[src/sv/cts_pkg.sv]
// Package for the token scanner: token kind codes, byte constants, scan mode
// type, token and scan-result structs, character class functions.
// No dependencies.
`timescale 1ns / 1ps

package cts_pkg;

    localparam int TEXT_BYTES_DEF = 8;
    localparam int OUT_DEPTH_DEF  = 4;
    localparam int TEXT_W         = 64;

    // token kinds
    localparam logic [4:0] K_STOP   = 5'd0;
    localparam logic [4:0] K_NUMBER = 5'd1;
    localparam logic [4:0] K_IDENT  = 5'd2;
    localparam logic [4:0] K_INT    = 5'd3;
    localparam logic [4:0] K_IF     = 5'd4;
    localparam logic [4:0] K_ELSE   = 5'd5;
    localparam logic [4:0] K_WHILE  = 5'd6;
    localparam logic [4:0] K_RETURN = 5'd7;
    localparam logic [4:0] K_PLUS   = 5'd8;
    localparam logic [4:0] K_MINUS  = 5'd9;
    localparam logic [4:0] K_STAR   = 5'd10;
    localparam logic [4:0] K_SLASH  = 5'd11;
    localparam logic [4:0] K_LPAREN = 5'd12;
    localparam logic [4:0] K_RPAREN = 5'd13;
    localparam logic [4:0] K_LBRACE = 5'd14;
    localparam logic [4:0] K_RBRACE = 5'd15;
    localparam logic [4:0] K_SEMI   = 5'd16;
    localparam logic [4:0] K_COMMA  = 5'd17;
    localparam logic [4:0] K_ASSIGN = 5'd18;
    localparam logic [4:0] K_EQ     = 5'd19;
    localparam logic [4:0] K_NE     = 5'd20;
    localparam logic [4:0] K_LT     = 5'd21;
    localparam logic [4:0] K_LE     = 5'd22;
    localparam logic [4:0] K_GT     = 5'd23;
    localparam logic [4:0] K_GE     = 5'd24;
    localparam logic [4:0] K_LAST   = K_GE;

    // bytes
    localparam logic [7:0] CH_0    = 8'h30;
    localparam logic [7:0] CH_9    = 8'h39;
    localparam logic [7:0] CH_US   = 8'h5F;
    localparam logic [7:0] CH_LA   = 8'h61;
    localparam logic [7:0] CH_LZ   = 8'h7A;
    localparam logic [7:0] CH_UA   = 8'h41;
    localparam logic [7:0] CH_UZ   = 8'h5A;
    localparam logic [7:0] CH_SP   = 8'h20;
    localparam logic [7:0] CH_TAB  = 8'h09;
    localparam logic [7:0] CH_CR   = 8'h0D;
    localparam logic [7:0] CH_LF   = 8'h0A;
    localparam logic [7:0] CH_EQ   = 8'h3D;
    localparam logic [7:0] CH_BANG = 8'h21;
    localparam logic [7:0] CH_LT   = 8'h3C;
    localparam logic [7:0] CH_GT   = 8'h3E;

    // keyword text, first char in low byte
    localparam logic [63:0] KW_INT    = 64'h746E69;
    localparam logic [63:0] KW_IF     = 64'h6669;
    localparam logic [63:0] KW_ELSE   = 64'h65736C65;
    localparam logic [63:0] KW_WHILE  = 64'h656C696877;
    localparam logic [63:0] KW_RETURN = 64'h6E7275746572;

    typedef enum logic [6:0] {
        M_IDLE  = 7'b0000001,
        M_NUM   = 7'b0000010,
        M_IDENT = 7'b0000100,
        M_EQ    = 7'b0001000,
        M_BANG  = 7'b0010000,
        M_LT    = 7'b0100000,
        M_GT    = 7'b1000000
    } t_mode;

    typedef struct packed {
        logic [4:0]        token_kind;
        logic [31:0]       number_value;
        logic [TEXT_W-1:0] text_bytes;
        logic [7:0]        text_length;
        logic              last_of_run;
    } t_token;

    typedef struct packed {
        logic [1:0] count;
        t_token     first;
        t_token     second;
    } t_scan_res;

    localparam t_token STOP_TOKEN = '0;

    function automatic logic is_dig(input logic [7:0] c);
        return (c >= CH_0) && (c <= CH_9);
    endfunction

    function automatic logic is_alp(input logic [7:0] c);
        return ((c >= CH_LA) && (c <= CH_LZ)) || ((c >= CH_UA) && (c <= CH_UZ))
            || (c == CH_US);
    endfunction

    function automatic logic is_space(input logic [7:0] c);
        return (c == CH_SP) || (c == CH_TAB) || (c == CH_CR) || (c == CH_LF);
    endfunction

    // single-char punctuation: {hit, kind}
    function automatic logic [5:0] punct_lookup(input logic [7:0] c);
        logic [5:0] r;
        unique case (c)
            8'h2B:   r = {1'b1, K_PLUS};
            8'h2D:   r = {1'b1, K_MINUS};
            8'h2A:   r = {1'b1, K_STAR};
            8'h2F:   r = {1'b1, K_SLASH};
            8'h28:   r = {1'b1, K_LPAREN};
            8'h29:   r = {1'b1, K_RPAREN};
            8'h7B:   r = {1'b1, K_LBRACE};
            8'h7D:   r = {1'b1, K_RBRACE};
            8'h3B:   r = {1'b1, K_SEMI};
            8'h2C:   r = {1'b1, K_COMMA};
            default: r = {1'b0, K_STOP};
        endcase
        return r;
    endfunction

endpackage

[src/sv/cts_if.sv]
// Handshake channels of the token scanner: source bytes in, tokens out.
// No dependencies.
`timescale 1ns / 1ps

interface cts_in_if;
    logic       valid;
    logic       ready;
    logic [7:0] char_byte;
    logic       is_end;

    modport source (output valid, output char_byte, output is_end, input ready);
    modport sink   (input valid, input char_byte, input is_end, output ready);
endinterface

interface cts_out_if;
    logic        valid;
    logic        ready;
    logic [4:0]  token_kind;
    logic [31:0] number_value;
    logic [63:0] text_bytes;
    logic [7:0]  text_length;
    logic        last_of_run;

    modport source (output valid, output token_kind, output number_value,
                    output text_bytes, output text_length, output last_of_run,
                    input ready);
    modport sink   (input valid, input token_kind, input number_value,
                    input text_bytes, input text_length, input last_of_run,
                    output ready);
endinterface

[src/sv/cts_scan_core.sv]
// Scanner state (mode, pending text, count, number) and the per-byte
// next-state / token logic; emits up to two tokens per transfer. Uses cts_pkg.
`timescale 1ns / 1ps

module cts_scan_core #(
    parameter int TEXT_BYTES = cts_pkg::TEXT_BYTES_DEF
) (
    input  logic                 i_clk,
    input  logic                 i_rst_n,
    input  logic                 i_accept,
    input  logic [7:0]           i_char_byte,
    input  logic                 i_is_end,
    output cts_pkg::t_scan_res   o_res
);

    localparam int SW = TEXT_BYTES * 8;

    cts_pkg::t_mode    r_mode,  n_mode;
    logic [SW-1:0]     r_store, n_store;
    logic [7:0]        r_count, n_count;
    logic [31:0]       r_accum, n_accum;

    logic [63:0]       text64;
    logic [SW-1:0]     app_store;
    logic [7:0]        app_count;
    logic [4:0]        id_kind;
    logic              flush_v;
    cts_pkg::t_token   flush_tok;
    logic              idle_v;
    cts_pkg::t_token   idle_tok;
    logic [5:0]        pl;
    logic              done;
    cts_pkg::t_token   t0, t1;
    logic [1:0]        nres;

    assign text64 = 64'(r_store);

    // append current byte to pending text
    always_comb begin
        app_store = r_store;
        for (int b = 0; b < TEXT_BYTES; b++) begin
            if (r_count == 8'(b)) begin
                app_store[b*8 +: 8] = i_char_byte;
            end
        end
        app_count = (r_count == 8'hFF) ? r_count : r_count + 8'd1;
    end

    always_comb begin
        priority if (r_count == 8'd3 && text64 == cts_pkg::KW_INT) begin
            id_kind = cts_pkg::K_INT;
        end else if (r_count == 8'd2 && text64 == cts_pkg::KW_IF) begin
            id_kind = cts_pkg::K_IF;
        end else if (r_count == 8'd4 && text64 == cts_pkg::KW_ELSE) begin
            id_kind = cts_pkg::K_ELSE;
        end else if (r_count == 8'd5 && text64 == cts_pkg::KW_WHILE) begin
            id_kind = cts_pkg::K_WHILE;
        end else if (r_count == 8'd6 && text64 == cts_pkg::KW_RETURN) begin
            id_kind = cts_pkg::K_RETURN;
        end else begin
            id_kind = cts_pkg::K_IDENT;
        end
    end

    // token left pending by the current mode
    always_comb begin
        flush_v   = 1'b1;
        flush_tok = cts_pkg::STOP_TOKEN;
        unique case (r_mode)
            cts_pkg::M_NUM: begin
                flush_tok = '{cts_pkg::K_NUMBER, r_accum, text64, r_count, 1'b0};
            end
            cts_pkg::M_IDENT: begin
                flush_tok = '{id_kind, 32'd0, text64, r_count, 1'b0};
            end
            cts_pkg::M_EQ: begin
                flush_tok = '{cts_pkg::K_ASSIGN, 32'd0, 64'(cts_pkg::CH_EQ), 8'd1, 1'b0};
            end
            cts_pkg::M_BANG: begin
                flush_tok = cts_pkg::STOP_TOKEN;
            end
            cts_pkg::M_LT: begin
                flush_tok = '{cts_pkg::K_LT, 32'd0, 64'(cts_pkg::CH_LT), 8'd1, 1'b0};
            end
            cts_pkg::M_GT: begin
                flush_tok = '{cts_pkg::K_GT, 32'd0, 64'(cts_pkg::CH_GT), 8'd1, 1'b0};
            end
            default: begin
                flush_v = 1'b0;
            end
        endcase
    end

    always_comb begin
        n_mode  = r_mode;
        n_store = r_store;
        n_count = r_count;
        n_accum = r_accum;
        t0      = cts_pkg::STOP_TOKEN;
        t1      = cts_pkg::STOP_TOKEN;
        nres    = 2'd0;
        done    = 1'b0;
        idle_v  = 1'b0;
        idle_tok = cts_pkg::STOP_TOKEN;
        pl      = cts_pkg::punct_lookup(i_char_byte);

        if (i_is_end) begin
            n_mode  = cts_pkg::M_IDLE;
            n_store = '0;
            n_count = '0;
            n_accum = '0;
            if (flush_v) begin
                t0   = flush_tok;
                nres = 2'd2;
            end else begin
                nres = 2'd1;
            end
        end else begin
            // continuation of the pending token
            unique case (r_mode)
                cts_pkg::M_NUM: begin
                    if (cts_pkg::is_dig(i_char_byte)) begin
                        done    = 1'b1;
                        n_accum = (r_accum << 3) + (r_accum << 1)
                                + 32'(i_char_byte - cts_pkg::CH_0);
                        n_store = app_store;
                        n_count = app_count;
                    end
                end
                cts_pkg::M_IDENT: begin
                    if (cts_pkg::is_alp(i_char_byte) || cts_pkg::is_dig(i_char_byte)) begin
                        done    = 1'b1;
                        n_store = app_store;
                        n_count = app_count;
                    end
                end
                cts_pkg::M_EQ, cts_pkg::M_BANG, cts_pkg::M_LT, cts_pkg::M_GT: begin
                    if (i_char_byte == cts_pkg::CH_EQ) begin
                        done    = 1'b1;
                        nres    = 2'd1;
                        n_mode  = cts_pkg::M_IDLE;
                        n_store = '0;
                        n_count = '0;
                        n_accum = '0;
                        t0.text_bytes  = 64'({cts_pkg::CH_EQ, cts_pkg::CH_EQ});
                        t0.text_length = 8'd2;
                        unique case (r_mode)
                            cts_pkg::M_EQ:   t0.token_kind = cts_pkg::K_EQ;
                            cts_pkg::M_BANG: begin
                                t0.token_kind = cts_pkg::K_NE;
                                t0.text_bytes = 64'({cts_pkg::CH_EQ, cts_pkg::CH_BANG});
                            end
                            cts_pkg::M_LT: begin
                                t0.token_kind = cts_pkg::K_LE;
                                t0.text_bytes = 64'({cts_pkg::CH_EQ, cts_pkg::CH_LT});
                            end
                            default: begin
                                t0.token_kind = cts_pkg::K_GE;
                                t0.text_bytes = 64'({cts_pkg::CH_EQ, cts_pkg::CH_GT});
                            end
                        endcase
                    end
                end
                default: begin
                    done = 1'b0;
                end
            endcase

            if (!done) begin
                // flush, then scan this byte from idle
                n_mode  = cts_pkg::M_IDLE;
                n_store = '0;
                n_count = '0;
                n_accum = '0;
                priority if (cts_pkg::is_space(i_char_byte)) begin
                    idle_v = 1'b0;
                end else if (cts_pkg::is_dig(i_char_byte)) begin
                    n_mode  = cts_pkg::M_NUM;
                    n_accum = 32'(i_char_byte - cts_pkg::CH_0);
                    n_store = SW'(i_char_byte);
                    n_count = 8'd1;
                end else if (cts_pkg::is_alp(i_char_byte)) begin
                    n_mode  = cts_pkg::M_IDENT;
                    n_store = SW'(i_char_byte);
                    n_count = 8'd1;
                end else if (pl[5]) begin
                    idle_v   = 1'b1;
                    idle_tok = '{pl[4:0], 32'd0, 64'(i_char_byte), 8'd1, 1'b0};
                end else if (i_char_byte == cts_pkg::CH_EQ) begin
                    n_mode = cts_pkg::M_EQ;
                end else if (i_char_byte == cts_pkg::CH_BANG) begin
                    n_mode = cts_pkg::M_BANG;
                end else if (i_char_byte == cts_pkg::CH_LT) begin
                    n_mode = cts_pkg::M_LT;
                end else if (i_char_byte == cts_pkg::CH_GT) begin
                    n_mode = cts_pkg::M_GT;
                end else begin
                    idle_v   = 1'b1;
                    idle_tok = cts_pkg::STOP_TOKEN;
                end

                if (flush_v) begin
                    t0   = flush_tok;
                    t1   = idle_tok;
                    nres = idle_v ? 2'd2 : 2'd1;
                end else begin
                    t0   = idle_tok;
                    nres = idle_v ? 2'd1 : 2'd0;
                end
            end
        end

        if (nres == 2'd1) begin
            t0.last_of_run = 1'b1;
        end
        if (nres == 2'd2) begin
            t1.last_of_run = 1'b1;
        end
    end

    assign o_res = '{(i_accept ? nres : 2'd0), t0, t1};

    always_ff @(posedge i_clk) begin
        if (!i_rst_n) begin
            r_mode  <= cts_pkg::M_IDLE;
            r_store <= '0;
            r_count <= '0;
            r_accum <= '0;
        end else if (i_accept) begin
            r_mode  <= n_mode;
            r_store <= n_store;
            r_count <= n_count;
            r_accum <= n_accum;
        end
    end

endmodule

[src/sv/cts_out_fifo.sv]
// Small register queue for tokens: takes zero, one or two per cycle,
// hands out one per output transfer. Uses cts_pkg.
`timescale 1ns / 1ps

module cts_out_fifo #(
    parameter int DEPTH = cts_pkg::OUT_DEPTH_DEF
) (
    input  logic               i_clk,
    input  logic               i_rst_n,
    input  cts_pkg::t_scan_res i_push,
    output logic               o_room2,
    output logic               o_valid,
    output cts_pkg::t_token    o_tok,
    input  logic               i_pop
);

    localparam int PW = (DEPTH > 1) ? $clog2(DEPTH) : 1;
    localparam int CW = $clog2(DEPTH + 1);

    cts_pkg::t_token r_mem [DEPTH];
    logic [PW-1:0]   r_wp, n_wp, wp1;
    logic [PW-1:0]   r_rp, n_rp;
    logic [CW-1:0]   r_cnt, n_cnt;
    logic            pop;

    function automatic logic [PW-1:0] inc(input logic [PW-1:0] p);
        return (p == PW'(DEPTH - 1)) ? '0 : p + PW'(1);
    endfunction

    assign pop     = i_pop && (r_cnt != '0);
    assign wp1     = inc(r_wp);
    assign o_valid = (r_cnt != '0);
    assign o_tok   = r_mem[r_rp];
    assign o_room2 = (r_cnt <= CW'(DEPTH - 2));

    always_comb begin
        n_wp = r_wp;
        unique case (i_push.count)
            2'd1:    n_wp = wp1;
            2'd2:    n_wp = inc(wp1);
            default: n_wp = r_wp;
        endcase
        n_rp  = pop ? inc(r_rp) : r_rp;
        n_cnt = r_cnt + CW'(i_push.count) - CW'(pop);
    end

    always_ff @(posedge i_clk) begin
        if (i_push.count != 2'd0) begin
            r_mem[r_wp] <= i_push.first;
        end
        if (i_push.count == 2'd2) begin
            r_mem[wp1] <= i_push.second;
        end
    end

    always_ff @(posedge i_clk) begin
        if (!i_rst_n) begin
            r_wp  <= '0;
            r_rp  <= '0;
            r_cnt <= '0;
        end else begin
            r_wp  <= n_wp;
            r_rp  <= n_rp;
            r_cnt <= n_cnt;
        end
    end

endmodule

[src/sv/c_subset_token_scanner_unit.sv]
// Top level of the C-subset token scanner: scan core plus output token queue.
// Depends on cts_pkg, cts_if, cts_scan_core, cts_out_fifo.
//
// Usage:
//   i_src carries one source byte per transfer (char_byte), or an end item
//   (is_end = 1, char_byte ignored). o_tok carries one token per transfer;
//   last_of_run marks the final token caused by one input transfer. A byte
//   may cause zero, one or two tokens; an end item causes one or two (any
//   pending token, then a stop token).
//   Latency: a token is written to the queue register at its input transfer;
//   it is offered on o_tok in the cycle after if no older token is still queued.
//   Throughput: one input transfer per cycle while the output is taken each
//   cycle and bytes cause at most one token each. Tokens leave at one per
//   cycle, so bytes that cause two tokens fill the 4-entry queue; i_src.ready
//   drops while fewer than two entries are free.
//   Reset (i_rst_n low, synchronous): scanner returns to idle with empty text,
//   count and number; queue is emptied, no token offered.
//   Receiver stall: the head token holds on o_tok until taken; the input side
//   keeps taking bytes until the queue cannot hold another two tokens.
`timescale 1ns / 1ps

module c_subset_token_scanner_unit #(
    parameter int TEXT_BYTES = cts_pkg::TEXT_BYTES_DEF
) (
    input  logic       i_clk,
    input  logic       i_rst_n,
    cts_in_if.sink     i_src,
    cts_out_if.source  o_tok
);

    logic               accept;
    logic               room2;
    cts_pkg::t_scan_res scan_res;
    cts_pkg::t_token    head;

    // ready depends only on queue fill, never on the output ready
    assign i_src.ready = room2;
    assign accept      = i_src.valid && room2;

    cts_scan_core #(
        .TEXT_BYTES (TEXT_BYTES)
    ) u_core (
        .i_clk       (i_clk),
        .i_rst_n     (i_rst_n),
        .i_accept    (accept),
        .i_char_byte (i_src.char_byte),
        .i_is_end    (i_src.is_end),
        .o_res       (scan_res)
    );

    cts_out_fifo #(
        .DEPTH (cts_pkg::OUT_DEPTH_DEF)
    ) u_queue (
        .i_clk   (i_clk),
        .i_rst_n (i_rst_n),
        .i_push  (scan_res),
        .o_room2 (room2),
        .o_valid (o_tok.valid),
        .o_tok   (head),
        .i_pop   (o_tok.ready)
    );

    assign o_tok.token_kind   = head.token_kind;
    assign o_tok.number_value = head.number_value;
    assign o_tok.text_bytes   = head.text_bytes;
    assign o_tok.text_length  = head.text_length;
    assign o_tok.last_of_run  = head.last_of_run;

endmodule

[src/flat_wrapper.sv]
// flat-port wrapper written by rule: the top's interface ports become plain ports
module c_subset_token_scanner_unit_flat 
#(
    parameter int TEXT_BYTES = cts_pkg::TEXT_BYTES_DEF
)
  (i_clk, i_rst_n, i_src_valid, i_src_char_byte, i_src_is_end, i_src_ready, o_tok_valid, o_tok_token_kind, o_tok_number_value, o_tok_text_bytes, o_tok_text_length, o_tok_last_of_run, o_tok_ready);
  cts_in_if i_src_i ();
  cts_out_if o_tok_i ();
  input  logic i_clk;
  input  logic i_rst_n;
  input wire logic [$bits(i_src_i.valid)-1:0] i_src_valid;
  input wire logic [$bits(i_src_i.char_byte)-1:0] i_src_char_byte;
  input wire logic [$bits(i_src_i.is_end)-1:0] i_src_is_end;
  output wire logic [$bits(i_src_i.ready)-1:0] i_src_ready;
  output wire logic [$bits(o_tok_i.valid)-1:0] o_tok_valid;
  output wire logic [$bits(o_tok_i.token_kind)-1:0] o_tok_token_kind;
  output wire logic [$bits(o_tok_i.number_value)-1:0] o_tok_number_value;
  output wire logic [$bits(o_tok_i.text_bytes)-1:0] o_tok_text_bytes;
  output wire logic [$bits(o_tok_i.text_length)-1:0] o_tok_text_length;
  output wire logic [$bits(o_tok_i.last_of_run)-1:0] o_tok_last_of_run;
  input wire logic [$bits(o_tok_i.ready)-1:0] o_tok_ready;
  assign i_src_i.valid = i_src_valid;
  assign i_src_i.char_byte = i_src_char_byte;
  assign i_src_i.is_end = i_src_is_end;
  assign i_src_ready = i_src_i.ready;
  assign o_tok_valid = o_tok_i.valid;
  assign o_tok_token_kind = o_tok_i.token_kind;
  assign o_tok_number_value = o_tok_i.number_value;
  assign o_tok_text_bytes = o_tok_i.text_bytes;
  assign o_tok_text_length = o_tok_i.text_length;
  assign o_tok_last_of_run = o_tok_i.last_of_run;
  assign o_tok_i.ready = o_tok_ready;
  c_subset_token_scanner_unit #(.TEXT_BYTES(TEXT_BYTES)) u_core (.i_clk(i_clk), .i_rst_n(i_rst_n), .i_src(i_src_i), .o_tok(o_tok_i));
endmodule
[config.mk]
export PLATFORM = sky130hd
export DESIGN_NAME = c_subset_token_scanner_unit_flat
export DESIGN_NICKNAME = d
export VERILOG_FILES = /design/src/sv/cts_pkg.sv /design/src/sv/cts_if.sv /design/src/sv/cts_scan_core.sv /design/src/sv/cts_out_fifo.sv /design/src/sv/c_subset_token_scanner_unit.sv /design/src/flat_wrapper.sv
export SDC_FILE = /design/constraint.sdc
export NUM_CORES = 1
export LEC_CHECK = 0
export BUFFER_PORTS_ARGS = -buffer_cell sky130_fd_sc_hd__buf_2
export CAP_MARGIN = 30
export CORE_AREA = 2 2 240 242
export CTS_BUF_LIST = sky130_fd_sc_hd__clkbuf_2
export DETAILED_ROUTE_END_ITERATION = 8
export DIE_AREA = 0 0 242 244
export HOLD_SLACK_MARGIN = 0.06
export PLACE_DENSITY = 0.79
export REMOVE_ABC_BUFFERS = 1
export SYNTH_ARGS = -nofsm -noshare
export SYNTH_HDL_FRONTEND = slang
export SYNTH_HIERARCHICAL = 1
export SYNTH_SLANG_ARGS = --single-unit
[constraint.sdc]
create_clock -name i_clk -period 12.2 [get_ports i_clk]
set_input_delay 1.22 -clock i_clk [delete_from_list [all_inputs] [get_ports i_clk]]
set_output_delay 1.22 -clock i_clk [all_outputs]
set_load 0.1 [all_outputs]
==> results of run 1 <==
-- stage by stage --
step	std cells	utilization, %	cell area [µm²]	setup WS (ps)
global route	3381	62.44	35070	6278
detailed placement	3118	59.92	33650	5425
finish	3382	62.45	35080	6465
CTS	3379	62.39	35040	6548
global placement	3110	59.57	33460	5488
floorplan	2208	-	31610	-1700
-- cell usage in the layout, fill, tap and decap left out, types with 9 or more instances in the layout --
cell type and instances:
a21o_1 25, a21oi_1 72, a22o_1 10, a31oi_1 9, and2_1 100, and3_1 11
buf_2 124, buf_4 22, clkbuf_2 218, clkinv_1 27, conb_1 96, dfxtp_1 118
edfxtp_1 440, fa_1 30, ha_1 53, inv_1 37, mux2_2 85, mux2_4 356
mux2i_1 38, mux4_2 110, nand2_1 133, nand2b_1 10, nand3_1 44, nand4_1 12
nor2_1 81, nor2b_1 24, nor3_1 24, nor4_1 10, o21a_1 10, o21ai_0 44
o21ai_1 28, or3_1 9, xnor2_1 26, xor2_1 9
-- how the worst max path moves through the flow --
stage,depth (start not counted),start,end
6_report,12,u_core/u_core/r_mode[6],u_core/u_queue/r_mem[2][7]
5_1_grt,12,u_core/u_core/r_mode[6],u_core/u_queue/r_mem[0][45]
4_1_cts,13,u_core/u_core/r_mode[6],u_core/u_queue/r_mem[0][15]
3_5_place_dp,18,i_src_char_byte[5],u_core/u_queue/r_mem[0][15]
3_3_place_gp,17,i_src_char_byte[5],u_core/u_queue/r_mem[1][10]
2_1_floorplan,16,i_src_char_byte[4],u_core/u_queue/r_mem[2][0]
-- cell families after synthesis --
group                    share of synthesized area [%]
AO/OA/AOI/OAI                                    6.179
other                                          0.01137
adder cells (fa/ha/maj)                          3.831
flip-flops                                       47.34
XOR/XNOR                                        0.9294
multiplexers                                     27.77
buffers and inverters                            5.690
AND/OR/NAND/NOR                                  8.250
-- metal layers --
metal / up-vias / global-route usage [%] / wire length (µm)
met5: - / 0 / 11
met4: 2 / 9.405 / 1946
met3: 138 / 6.596 / 5467
met2: 728 / 44.41 / 38390
met1: 10240 / 32.21 / 31080
li1: 9123 / - / -
-- worst reg2reg max path: cells and delay by family, from the launching register on --
family / cells / cell delay (ps)
compound gates: 3 / 880
simple gates: 5 / 2030
flops: 1 / 420
fa+ha+maj: 2 / 1010
buf+inv: 2 / 900
-- cell type report --
| cell class | instances | area, µm² |
|---|---|---|
| Timing Repair Buffer | 155 | 1011 |
| Multi-Input combinational cell | 1609 | 15960 |
| Clock inverter | 43 | 297.8 |
| Fill cell | 4275 | 21090 |
| Tap cell | 756 | 945.9 |
| Sequential cell | 560 | 15620 |
| Antenna cell | 2 | 5.005 |
| Clock buffer | 218 | 1091 |
| Inverter | 39 | 146.4 |
-- power breakdown --
| part | switching, mW | total (mW) | internal (mW) | leakage, nW |
|---|---|---|---|---|
| Clock | 0.779 | 1.34 | 0.563 | 1.03 |
| Combinational | 1.70 | 2.16 | 0.459 | 8.44 |
| Sequential | 0.0746 | 2.27 | 2.20 | 5.25 |
| Total | 2.55 | 5.77 | 3.22 | 14.7 |
-- registers in the layout, indices dropped and copies added, names as in the netlist, named ones only --
register and count:
u_core/u_core/r_accum 32, u_core/u_core/r_count 8, u_core/u_core/r_mode 7, u_core/u_core/r_store 64, u_core/u_queue/r_cnt 3, u_core/u_queue/r_mem 440, u_core/u_queue/r_rp 2, u_core/u_queue/r_wp 2
==> qor.csv, run 1 <==
metric,value,unit
run_status,"complete, no violations",
cts_tree,yes,
fp.coreArea,56170,µm²
count_of_buffering_cells_on_the_critical_path_with_inverters_included,2,
grt_util_overall,26.04,%
series_of_cell_instances_along_the_critical_path,or3_4 -> or3_1 -> a21oi_4 -> or3_1 -> ha_1 -> nand2_1 -> a21oi_1 -> inv_1 -> ha_1 -> nand2_8 -> o21ai_4 -> buf_4,
crit_path_end_kind,register,
insertion_delay,1370,ps
grt_start_max_net_pins,96,
drv_slew,0,
path_delay_family,simple AND/OR/NAND/NOR gates,
netlist_instances,2343,
timing.critical_path.from_type,register,
antenna_found_initial,2,
nets,2604,
antenna_violating_nets_left,0,
avgSynthCellArea,14.08,µm²
drt-wirelength-per-cell,22.74,µm
synth_enable_flop_cells,440,
hold_ws,284.0,ps
die_height,244,µm
worst_min_delay_path_category,input port to register,
timing.clock.skew,119.8,ps
cts_repair_resize_count,0,
grt_first_pass_wirelength,118100,µm
via_per_inst,5.983,
grt.overflow.total,0,
post_route_cells_drive_above_1_share,37.92,%
detail_route.drc_violations,0,
post_synth_main_area_contributors,"edfxtp_1, mux2_4, mux4_2",
critPathMaxStageDelay,780,ps
leakagePower,14.72,nW
arrival,6620,ps
initial_utilization,58.73,%
netlist_top_cells_count,"edfxtp_1, mux2_4, nand2_1",
drtIter0Drc,1774,
relSlewSlack,31.45,%
synth-main-ff-cell,edfxtp_1,
pwr_total,5.773,mW
synth_largest_type_area_fraction,40.06,%
layout_area_overhead,6.338,%
end_of_the_worst_register_to_register_path,u_core/u_queue/r_mem[2][7],
std_cell_rows,87,
wirelength,76900,µm
report.final.hold_viol_count,0,
die_area,59050,µm²
crit_slowest_cell,buf_4,
hold_start,o_tok_ready,
timing.critical_path.fanout_max,59,
r2r_cells,12,
clockBufferDepth,3,
postSynthRegisterBits,560,
powerDensity,164.6,nW/µm²
num_vias,20240,
synth-warning-count,6,
min_path_cells,3,
synth_largest_area_cell,edfxtp_1,
number_of_clock_sinks_seen_by_cts,560,
hold_buffer_count_at_cts,0,
htreeDepth,4,
total_of_max_cap_violations,0,
max_freq,174.4,MHz
first_pass_iters,6,
worst_ep_required_time,13080,ps
setup.reg_to_reg.worst_slack,6460,ps
final.min_clock_period,5735,ps
first_global_vias,21290,
clock_tree.root_cell,clkbuf_2,
crit_type,register to register,
hpwlAfterDp,50590,µm
worst_ir_drop_vdd,0.2334,mV
postSynth.asyncResetShare,0,%
gp_congestion,0.9484,
unrepaired_setup_endpoints_after_global_routing,no,
port_buffer_count,124,
final_min_period_over_clock_period,47.01,%
synthMostInstantiatedCell,edfxtp_1,
setup_violations,0,
postCtsSetupBuffers,0,
r2r-start,u_core/u_core/r_mode[6],
synth.lib_cells_used.distinct,93,
setup_tns,0,ps
fp.dieW,242,µm
number_of_buffers_created_by_cts,143,
least_margin_pin_slew,1014,ps
syn_area,32990,µm²
number_of_top_level_pins,125,
clk_pin_slew_worst_paths,90,ps
ys_seq_area_share,47.34,%
(Power assumes the default switching activity.)
==> run 2, diff against run 1 <==
- CORE_AREA: 2 2 240 242 -> 2 2 229 231
- DIE_AREA: 0 0 242 244 -> 0 0 231 233
- PLACE_DENSITY: 0.79 -> 0.82
- clock period: 12.2 -> 5.7 ns (I/O delays scaled with it)
==> run 2 against run 1 <==
  * Clock-buffer cell count increased by 5
  * Setup slack worse by 5400 ps
  * Sequential share of layout area is 0.20 points lower
  * Combinational power increased by 120%
  * First-iteration DRC count fell by 5.5%
  * Register-to-register slack worse by 5400 ps
  * Routed wire length is 0.58% lower
  * Global-route usage grew 2.9 points
  * Cell count shrank 1.6%
  * Die area down 8.8%
  * Critical path type unchanged
  * Largest cell class unchanged
  * Highest routed layer is now met4
==> qor.csv, run 2 (synthesized netlist as in run 1, its figures left out) <==
metric,value,unit,change
run_status,"complete, no violations",,unchanged
antenna_violating_nets_left,0,,unchanged
dp_worst_setup_slack,592.8,ps,was 5425 ps
drtIter0Drc,1676,,was 1774
crit_path_frequent_cell,buf_4,,
n_fill_cell,3469,,was 4275
die_height,233,µm,was 244 µm
clockBufferDepth,3,,unchanged
htreeDepth,4,,unchanged
sequentialPowerShare,39.8,%,was 39.3%
r2r-start,u_core/u_core/r_mode[5],,was u_core/u_core/r_mode[6]
std_cell_rows,83,,was 87
critPathMaxStageDelay,750,ps,was 780 ps
crit_slowest_cell,ha_1,,was buf_4
cts_repair_resize_count,0,,unchanged
topRoutingLayerUsed,met4,,was met5
arrival,5630,ps,was 6620 ps
layout_area_overhead,6.809,%,was 6.338%
relSlewSlack,29.63,%,was 31.45%
series_of_cell_instances_along_the_critical_path,xnor2_1 -> a211o_1 -> a21o_1 -> nor2_4 -> nor2_1 -> nand3_1 -> a21oi_1 -> ha_1 -> nand2_8 -> buf_4 -> buf_4 -> mux2_4,,was or3_4 -> or3_1 -> a21oi_4 -> or3_1 -> ha_1 -> nand2_1 -> a21oi_1 -> inv_1 -> ha_1 -> nand2_8 -> o21ai_4 -> buf_4
cts_tree,yes,,unchanged
grt.overflow.total,0,,unchanged
power_report.internal_total,6.809,mW,was 3.219 mW
worstSetupStartpoint,u_core/u_core/r_mode[5],,was u_core/u_core/r_mode[6]
wirelength,76450,µm,was 76900 µm
insertion_delay,1330,ps,was 1370 ps
path_delay_family,compound AO/OA/AOI/OAI gates,,was simple AND/OR/NAND/NOR gates
fp.coreArea,51090,µm²,was 56170 µm²
first_pass_iters,6,,unchanged
detail_route.wirelength.met1,30910,µm,was 31080 µm
post_route_cells_drive_above_1_share,38.08,%,was 37.92%
worst_ir_drop_vdd,0.3985,mV,was 0.2334 mV
worst_slack,1104,ps,was 6465 ps
most_common_cell_after_layout_fill_and_taps_aside,edfxtp_1,,unchanged
antenna_found_initial,3,,was 2
port_buffer_count,124,,unchanged
drt-wirelength-per-cell,22.98,µm,was 22.74 µm
number_of_top_level_pins,125,,unchanged
crit_path_end_kind,register,,unchanged
via_per_inst,6.089,,was 5.983
grt_start_max_net_pins,77,,was 96
clk_pin_slew_worst_paths,120,ps,was 90 ps
hpwlAfterDp,49730,µm,was 50590 µm
drv_slew,0,,unchanged
timing.clock.skew,81.14,ps,was 119.8 ps
initial_utilization,64.56,%,was 58.73%
powerDensity,346.2,nW/µm²,was 164.6 nW/µm²
detail_route.drc_violations,0,,unchanged
die_area,53820,µm²,was 59050 µm²
timing.critical_path.fanout_max,18,,was 59
gp_congestion,0.9631,,was 0.9484
least_margin_pin_slew,1053,ps,was 1014 ps
report.final.hold_viol_count,0,,unchanged
timing.critical_path.depth,12,,unchanged
max_freq,217.6,MHz,was 174.4 MHz
timing.critical_path.from_type,register,,unchanged
clock_tree.root_cell,clkbuf_2,,unchanged
grt_util_overall,28.90,%,was 26.04%
postCtsSetupBuffers,0,,unchanged
fp.dieW,231,µm,was 242 µm
combinationalPowerShare,38.2,%,was 37.4%
crit_type,register to register,,unchanged
hold_buffer_count_at_cts,19,,was 0
p_clk_share,22.0,%,was 23.3%
final_min_period_over_clock_period,80.62,%,was 47.01%
final.min_clock_period,4596,ps,was 5735 ps
hold_ws,213.7,ps,was 284.0 ps
leakagePower,14.85,nW,was 14.72 nW
setup.reg_to_reg.worst_slack,1100,ps,was 6460 ps
end_of_the_worst_register_to_register_path,u_core/u_queue/r_mem[1][29],,was u_core/u_queue/r_mem[2][7]
unrepaired_setup_endpoints_after_global_routing,no,,unchanged
first_global_vias,21280,,was 21290
crit_end,u_core/u_queue/r_mem[1][29],,was u_core/u_queue/r_mem[2][7]
total_of_max_cap_violations,0,,unchanged
r2r_cells,12,,unchanged
setup_violations,0,,unchanged
switching_part_of_the_total_power,44.19,%,was 44.25%
dp_cells,3056,,was 3118
number_of_clock_sinks_seen_by_cts,560,,unchanged
worst_min_delay_path_category,input port to register,,unchanged
most-common-layout-cells,"edfxtp_1, mux2_4, clkbuf_2, nand2_1, buf_2",,unchanged
finalNonFillerCells,3327,,was 3382
flip_flop_count_of_the_largest_register_all_copies_and_words_added,440,,unchanged
met2WireLength,39360,µm,was 38390 µm
number_of_buffers_created_by_cts,143,,unchanged
reg.largest.list,"u_core/u_queue/r_mem x440, u_core/u_core/r_store x64, u_core/u_core/r_accum x32",,unchanged
grt_first_pass_wirelength,118300,µm,was 118100 µm
num_vias,20260,,was 20240
net_switching_component_of_the_power,5.390,mW,was 2.555 mW
nets,2637,,was 2604
worst_ep_required_time,6730,ps,was 13080 ps
count_of_buffering_cells_on_the_critical_path_with_inverters_included,2,,unchanged
pwr_total,12.20,mW,was 5.773 mW
register_bank_with_the_most_flops,u_core/u_queue/r_mem,,unchanged
hold_start,i_src_char_byte[5],,was o_tok_ready
met3WireLength,4374,µm,was 5467 µm
## run 2: cell types whose count changed in the layout (fill, tap and decap cells not counted)
cell	change
buf_16	-5
clkinv_4	-1
buf_12	+16
clkbuf_2	+5
buf_4	+3
clkinv_1	-12
inv_6	-1
dlygate4sd3_1	+19
bufinv_16	-3
clkinvlp_4	-4
clkinv_2	+1
diode_2	+3
## run 2: how the worst min path moves through the flow
stage / slack [ps] / end / depth (start not counted)
after floorplan: 410 / u_core/u_core/r_store[39] / 2
after global placement: 430 / u_core/u_core/r_store[47] / 2
after detailed placement: 430 / u_core/u_core/r_store[15] / 2
after CTS: 80 / u_core/u_core/r_store[29] / 4
after global routing: 180 / u_core/u_core/r_store[29] / 4
final: 210 / u_core/u_core/r_store[29] / 4
## run 2: stage by stage
stage | util (%) | setup TNS, ps | area [µm²]
4_1_cts | 68.89 | 0 | 35200
6_report | 68.95 | 0 | 35230
2_1_floorplan | - | -3514690 | 31610
5_1_grt | 68.94 | 0 | 35230
3_5_place_dp | 66.10 | 0 | 33770
3_3_place_gp | 65.95 | 0 | 33700
## run 2: cell type report
class	count	area, µm²	area share [%]
Tap cell	680	850.8	2.415
Clock inverter	23	120.1	0.3409
Timing Repair Buffer	188	1406	3.992
Antenna cell	5	12.51	0.03551
Clock buffer	223	1116	3.168
Inverter	39	146.4	0.4155
Sequential cell	560	15620	44.34
Multi-Input combinational cell	1609	15960	45.29
## run 2: per-layer routing
layer,up-vias,track usage [%]
met5,-,0
met4,0,10.34
met3,149,6.005
met2,690,50.07
met1,10250,35.94
li1,9171,-
## run 2: power groups by stage
stage,logic [mW],registers [mW],clock network (mW)
6_report,4.66,4.86,2.68
4_1_cts,4.67,4.86,2.76
5_1_grt,4.83,4.89,2.93
3_5_place_dp,4.65,4.96,0
3_3_place_gp,4.62,4.93,0
2_1_floorplan,3.69,5.13,0
## run 2: worst min-delay path: stages
cell and delay, ps:
dlygate4sd3_1 540, buf_2 240, nand3_1 100, o21ai_1 60
